**src/tbed_pkg.sv**
```systemverilog
// Types and constants of the time based event debouncer.
package tbed_pkg;

	localparam int LIM_W    = 16;
	localparam int IN_W     = 80;
	localparam int OUT_W    = 24;
	localparam int CFG_IX_W = 8;
	localparam int Q_DEPTH  = 2;

	// register indexes
	localparam logic [CFG_IX_W-1:0] CFG_FDC_FLAG   = 8'd0;
	localparam logic [CFG_IX_W-1:0] CFG_ENTRY_FDC  = 8'd1;
	localparam logic [CFG_IX_W-1:0] CFG_SUSPICIOUS = 8'd2;
	localparam logic [CFG_IX_W-1:0] CFG_DIST_MEM   = 8'd3;

	// input tdata bit positions
	localparam int ID_LSB   = 0;
	localparam int RS_LSB   = 8;
	localparam int TF_BIT   = 10;
	localparam int TOC_BIT  = 11;
	localparam int SUPP_BIT = 12;
	localparam int PLIM_LSB = 13;
	localparam int FLIM_LSB = 29;
	localparam int FDCL_LSB = 45;
	localparam int SUSL_LSB = 61;

	localparam logic signed [LIM_W-1:0] SUSP_OFF = 16'sd32767;

	typedef enum logic [2:0] {
		LS_PASSED    = 3'd0,
		LS_FAILED    = 3'd1,
		LS_PREPASSED = 3'd2,
		LS_PREFAILED = 3'd3,
		LS_NONE      = 3'd4
	} last_status_t;

	typedef enum logic [1:0] {
		OS_NONE      = 2'd0,
		OS_PASSED    = 2'd1,
		OS_FAILED    = 2'd2,
		OS_PREFAILED = 2'd3
	} out_status_t;

	typedef enum logic [1:0] {
		K_REPORT = 2'd0,
		K_TICK   = 2'd1,
		K_HOLD   = 2'd2,
		K_SKIP   = 2'd3
	} kind_t;

	typedef enum logic [1:0] {
		BK_CLEAR  = 2'd0,
		BK_IDLE   = 2'd1,
		BK_LOOKUP = 2'd2
	} back_state_t;

	typedef struct packed {
		logic en_fdc;
		logic en_entry;
		logic en_susp;
		logic en_dm;
	} cfg_t;

	typedef struct packed {
		kind_t                    kind;
		logic [7:0]               event_id;
		logic [1:0]               rep_status;
		logic                     test_failed;
		logic                     test_complete_toc;
		logic signed [LIM_W-1:0]  passed_limit;
		logic signed [LIM_W-1:0]  failed_limit;
		logic signed [LIM_W-1:0]  fdc_limit;
		logic signed [LIM_W-1:0]  suspicious_limit;
	} item_t;

	typedef struct packed {
		last_status_t             status;
		logic signed [LIM_W-1:0]  level;
	} entry_t;

	// laid out as m_axis_tdata, lowest field last
	typedef struct packed {
		logic                     dist_mem_passed;
		logic                     allow_buffer_insert;
		logic                     suspicious_clear;
		logic                     suspicious_set;
		logic                     fdc_reached_clear;
		logic                     fdc_reached_set;
		logic [LIM_W-1:0]         debounce_level;
		out_status_t              status_to_report;
	} result_t;

	typedef struct packed {
		logic clearing;
		logic pop;
	} back_ctl_t;

endpackage

```
**src/tbed_front.sv**
```systemverilog
// Front end: accepts requests, classifies them and queues them for the back end.
module tbed_front #(
	parameter int NUM_EVENTS = 256
) (
	input  logic                 clk,
	input  logic                 arst_n,
	input  logic                 s_axis_tvalid,
	output logic                 s_axis_tready,
	input  logic [tbed_pkg::IN_W-1:0] s_axis_tdata,
	input  logic                 s_axis_tuser,
	input  tbed_pkg::back_ctl_t  ctl,
	output logic                 q_valid,
	output tbed_pkg::item_t      q_item
);
	import tbed_pkg::*;

	localparam int QPW = $clog2(Q_DEPTH);

	item_t           entries_q [Q_DEPTH];
	logic [QPW-1:0]  wr_ptr_q;
	logic [QPW-1:0]  rd_ptr_q;
	logic [QPW:0]    count_q;
	item_t           cls;
	logic            in_range;
	logic            push;

	// classify the incoming request
	always_comb begin
		in_range = 32'(s_axis_tdata[ID_LSB +: 8]) < 32'(NUM_EVENTS);
		cls.event_id          = s_axis_tdata[ID_LSB +: 8];
		cls.rep_status        = s_axis_tdata[RS_LSB +: 2];
		cls.test_failed       = s_axis_tdata[TF_BIT];
		cls.test_complete_toc = s_axis_tdata[TOC_BIT];
		cls.passed_limit      = s_axis_tdata[PLIM_LSB +: LIM_W];
		cls.failed_limit      = s_axis_tdata[FLIM_LSB +: LIM_W];
		cls.fdc_limit         = s_axis_tdata[FDCL_LSB +: LIM_W];
		cls.suspicious_limit  = s_axis_tdata[SUSL_LSB +: LIM_W];
		priority if (!in_range) begin
			cls.kind = K_SKIP;
		end else if (!s_axis_tuser) begin
			cls.kind = K_REPORT;
		end else if (s_axis_tdata[SUPP_BIT]) begin
			cls.kind = K_HOLD;
		end else begin
			cls.kind = K_TICK;
		end
	end

	assign s_axis_tready = (count_q != (QPW+1)'(Q_DEPTH)) && !ctl.clearing;
	assign push          = s_axis_tvalid && s_axis_tready;
	assign q_valid       = count_q != '0;
	assign q_item        = entries_q[rd_ptr_q];

	always_ff @(posedge clk) begin
		if (push) begin
			entries_q[wr_ptr_q] <= cls;
		end
	end

	always_ff @(posedge clk or negedge arst_n) begin
		if (!arst_n) begin
			wr_ptr_q <= '0;
			rd_ptr_q <= '0;
			count_q  <= '0;
		end else begin
			if (push) begin
				wr_ptr_q <= wr_ptr_q + 1'b1;
			end
			if (ctl.pop) begin
				rd_ptr_q <= rd_ptr_q + 1'b1;
			end
			if (push && !ctl.pop) begin
				count_q <= count_q + 1'b1;
			end else if (!push && ctl.pop) begin
				count_q <= count_q - 1'b1;
			end
		end
	end

endmodule

```
**config.mk**
```make
export PLATFORM = sky130hd
export DESIGN_NAME = tbed_front
export DESIGN_NICKNAME = d
export VERILOG_FILES = /design/src/tbed_pkg.sv /design/src/tbed_front.sv
export SDC_FILE = /design/constraint.sdc
export NUM_CORES = 1
export LEC_CHECK = 0
export BUFFER_PORTS_ARGS = -buffer_cell sky130_fd_sc_hd__buf_2
export CAP_MARGIN = 20
export CELL_PAD_IN_SITES_DETAIL_PLACEMENT = 0
export CELL_PAD_IN_SITES_GLOBAL_PLACEMENT = 1
export CORE_MARGIN = 4
export CORE_UTILIZATION = 45
export CTS_BUF_LIST = sky130_fd_sc_hd__clkbuf_4
export CTS_CLUSTER_SIZE = 20
export DETAILED_ROUTE_END_ITERATION = 6
export GPL_TIMING_DRIVEN = 0
export PLACE_DENSITY = 0.82
export SYNTH_ARGS = -nofsm -noshare
export SYNTH_HDL_FRONTEND = slang
export SYNTH_SLANG_ARGS = --single-unit
```
**constraint.sdc**
```tcl
create_clock -name clk -period 6.9 [get_ports clk]
set_input_delay 0.345 -clock clk [delete_from_list [all_inputs] [get_ports clk]]
set_output_delay 0.345 -clock clk [all_outputs]
set_load 0.005 [all_outputs]
```
# == Word-level counts from Yosys, hierarchy flattened ==
# Memories as Yosys holds them, arrays and structs flattened.
# Index checks and enable logic that the tools add are counted.
# W data, S select, Z words.
# totals
register_bits,4
ramBits,156
input_bits,86
output_inout_bits,80
n_memories,1
# memory_table
memory,words,word_bits,rd,rd_ports_with_merged_regs,write_ports,line_no,source
entries_q,2,78,1,0,1,tbed_front.sv:19,item_t entries_q [Q_DEPTH];
# op_classes
add_sub_neg,4
n_eq_ne,1
muxes,6
reduce_logical,9
# ops
cell,count
$mux W2,4
$logic_and A1 B1 Y1,4
$reduce_bool A2 Y1,2
$logic_not A1 Y1,3
$add A1 B1 Y1 const B,2
$add A2 B1 Y2 const B,1
$mux W1,2
$ne A2 B2 Y1 const B,1
$sub A2 B1 Y2 const B,1

# == Longest topological paths before layout ==
# depth
ltp_word,7
mapped_depth,6
mapped_depth_nobuf,6

# == Worst setup path after synthesis ==
# Ideal clock, no wire load.
# synth_path
path_kind,register to register
startpoint,register count_q[1]
endpoint,"memory entries_q[0][0] (netlist name), enable pin"
t_arrival_ns,4.248
slack_ns,2.128
path_stages_with_launch,4
path_buffers,0
path_cell_list,dfrtp_1 -> nor2b_1 -> nor3b_4 -> nor2b_1
# synth_via
elab_chain_cells,5
# synth_rtl
element,line_no,source
"start, declared",tbed_front.sv:22,logic [QPW:0] count_q;
"start signal, assigned",tbed_front.sv:73,count_q <= count_q + 1'b1;
"start signal, assigned",tbed_front.sv:75,count_q <= count_q - 1'b1;
$ne A2 B2 Y1,tbed_front.sv:49,assign s_axis_tready = (count_q != (QPW+1)'(Q_DEPTH)) && !ctl.clearing;
$logic_and A1 B1 Y1,tbed_front.sv:49,
$logic_and A1 B1 Y1,tbed_front.sv:50,assign push = s_axis_tvalid && s_axis_tready;
$mux W1,tbed_front.sv:55,if (push) begin
$mux W1 (not written as such),tbed_front.sv:56,entries_q[wr_ptr_q] <= cls;
"end, declared",tbed_front.sv:19,
# No other way between the ends.

==> impl_metrics.toml <==
[clocking]
tritoncts.num_buffers = 17
tritoncts = "built"
cts_root_buf = "clkbuf_4"
cts_max_level = 4
clock_sinks = 160
clk_pin_slew_worst_paths_ns = 0.12
cts.repair_timing.setup_buffer_count = 0
post_cts.resized_instances = 0
clock_tree.buffer_depth = 2
insertion_delay_ns = 0.52

[drt]
final_antenna_net_count = 0
dr_total_vias = 3276
drc = 0
wire_per_inst_um = 15.9
highest-signal-layer = "met4"
routed_met3_length_um = 764
met1Wirelength_um = 4400
via_per_inst = 4.61
wl_met2_um = 6000
drt_pass1_iterations = 4
postRouteWirelength_um = 11300
drt_iter0_markers = 141

[setup_path]
regToRegStartpoint = "count_q[1]"
end_kind = "output pin"
critPathMaxFanout = 10
slowest_cell_on_crit_path = "mux2_2"
rr_worst_depth = 5
worstPathBufferInverterCount = 3
critical_path.top_delay_family = "buffers and inverters"
crit_required_ns = 6.55
crit_start = "rd_ptr_q"
cp.depth = 4
cp.arrival_ns = 1.82
max_stage_delay_ns = 0.39
most_prevalent_standard_cell_on_the_critical_path = "buf_2"
crit_chain = "buf_6 -> buf_2 -> mux2_2 -> buf_2"
kind_of_critical_path = "reg2out"
setup.worst_path.start_class = "register"

[outcome]
run_status = "complete, no violations"

[power]
power.leakage_uw = 0.00308
power_density_relative_to_cell_area_nw_per_um2 = 316
ir_drop_v = 0.000188

[cells_and_area]
syn_to_final_growth_pct = 37.6
sequential_cell_area_um2 = 4780
nets = 613
antenna-diode-count = 0
finalInstanceArea_um2 = 8100
filler_cell_count = 918
multi_input_area_um2 = 1050
drive_above_1_share_pct = 53.1
finalNonFillerCells = 711

[sta]
worst_slack_ns = 4.74
timing_worst_slew_pin_value_ns = 0.523
finalHoldViolCount = 0
final_worst_path_period_need_ns = 2.16
timing.final.crit_share_pct = 31.4
setup_viol = 0
timing_max_transition_violations_final = 0
relSlewSlack_pct = 65.1
unrepaired_setup_endpoints_after_global_routing = "false"
skew_ns = 0.0163
fin_tns_setup_ns = 0
fmax_mhz = 462
holdWs_ns = 0.111

[floorplanning]
placement_rows = 41
design.die.area_um2 = 15000
start_util_pct = 46.3
die_w_um = 122
die_height_um = 122
coreArea_um2 = 12700
design.portCount = 166

[global_route]
antenna_found_initial = 0
remaining_overflow_grt = 0
grt_pass1_vias = 3613
track_usage_pct = 16.0
grt_start_max_net_pins = 43
grt_pass1_wl_um = 17800

[synthesis]
synthCells = 263
synth_cell_type_count = 15
ys_ff_latch = 160
ys_warn_count = 0
yosysSeqAreaShare_pct = 81.3
post-synth-top-area-cell = "edfxtp_1"
synth_nets = 350
netlist_area_before_placement_um2 = 5890
syn-mean-instance-area_um2 = 22.4
synthTopCellsByArea = "edfxtp_1, mux2_2, mux2_4"
synth.top_cell.area_share_pct = 79.6

[placed_design]
pre_cts_setup_slack_ns = 4.81
dpl.hpwl_um = 7080
placed_instance_area_um2 = 7020
buffer_ports.inserted = 162
gp_routability_congestion = 0.686
placed_cells_incl_taps = 601

[job]
maxCapViolations = 0

[worst_hold_path]
min-delay-start = "s_axis_tdata[12]"
whs_path_depth = 2
worstHoldPathType = "in2reg"
-- power by group --
part / internal [µW] / switching (µW)
sequential: 1210 / 33.6
combinational: 417 / 341
clock: 255 / 307
total: 1880 / 682
-- sequential cells by signal, summed over array words and instances (netlist names) --
signal     cells
count_q        2
rd_ptr_q       1
entries_q    156
wr_ptr_q       1
-- layout by cell type, fill, tap and decap left out, types with 4 or more instances in the layout --
master / synthesis / routed
buf_2: 6 / 168
edfxtp_1: 156 / 156
dlygate4sd3_1: 0 / 78
mux2_2: 68 / 68
clkbuf_4: 0 / 18
mux2_4: 10 / 10
xor2_1: 4 / 4
dfrtp_1: 4 / 4
-- metal layers --
metal	vias to the layer above	global-route usage, %
li1	1565	-
met1	1588	18.0
met2	110	28.4
met3	13	5.21
met4	0	5.67
met5	-	0
-- kinds of logic after synthesis --
| logic type | count (synthesis) | synth area share [%] |
|---|---|---|
| AND/OR/NAND/NOR | 9 | 1.08 |
| adder cells (fa/ha/maj) | 1 | 0.212 |
| multiplexers | 78 | 15.6 |
| XOR/XNOR | 5 | 0.744 |
| buffers and inverters | 10 | 1.15 |
| flip-flops | 160 | 81.3 |
-- worst paths after layout --
kind,slack [ns],end
max,4.74,q_item[71]
min,0.11,entries_q[0][76]
max reg2reg,4.79,entries_q[0][21]
min reg2reg,0.51,count_q[1]
max in group asynchronous,6.62,wr_ptr_q
min in group asynchronous,0.15,count_q[1]
-- Yosys cell counts --
cell type	count
and2_1	2
buf_2	6
buf_6	3
dfrtp_1	4
edfxtp_1	156
ha_1	1
inv_1	1
mux2_2	68
mux2_4	10
nor2_1	2
nor2b_1	3
nor3b_4	1
or2_2	1
xnor2_1	1
xor2_1	4
-- cell type report --
| type | instances | area share, % |
|---|---|---|
| sequential | 160 | 59.1 |
| clock buffer | 18 | 1.67 |
| inverter | 1 | 0.0463 |
| tap | 172 | 2.66 |
| buffer | 9 | 0.788 |
| timing repair buffer | 244 | 20.8 |
| multi-input combinational | 93 | 12.9 |
| clock inverter | 14 | 2.04 |
-- repair_timing --
item,in CTS,in global routing
hold buffers,78,0
endpoints found under the hold margin,157,0
endpoints found under the setup margin,0,0
-- metrics by stage --
step	utilization, %	total power [µW]
2_1_floorplan	-	1700
3_3_place_gp	54.3	1980
3_5_place_dp	55.2	2000
4_1_cts	63.7	2600
5_1_grt	63.7	2710
6_report	63.7	2560
No activity file was read; power rests on OpenSTA's default activity.
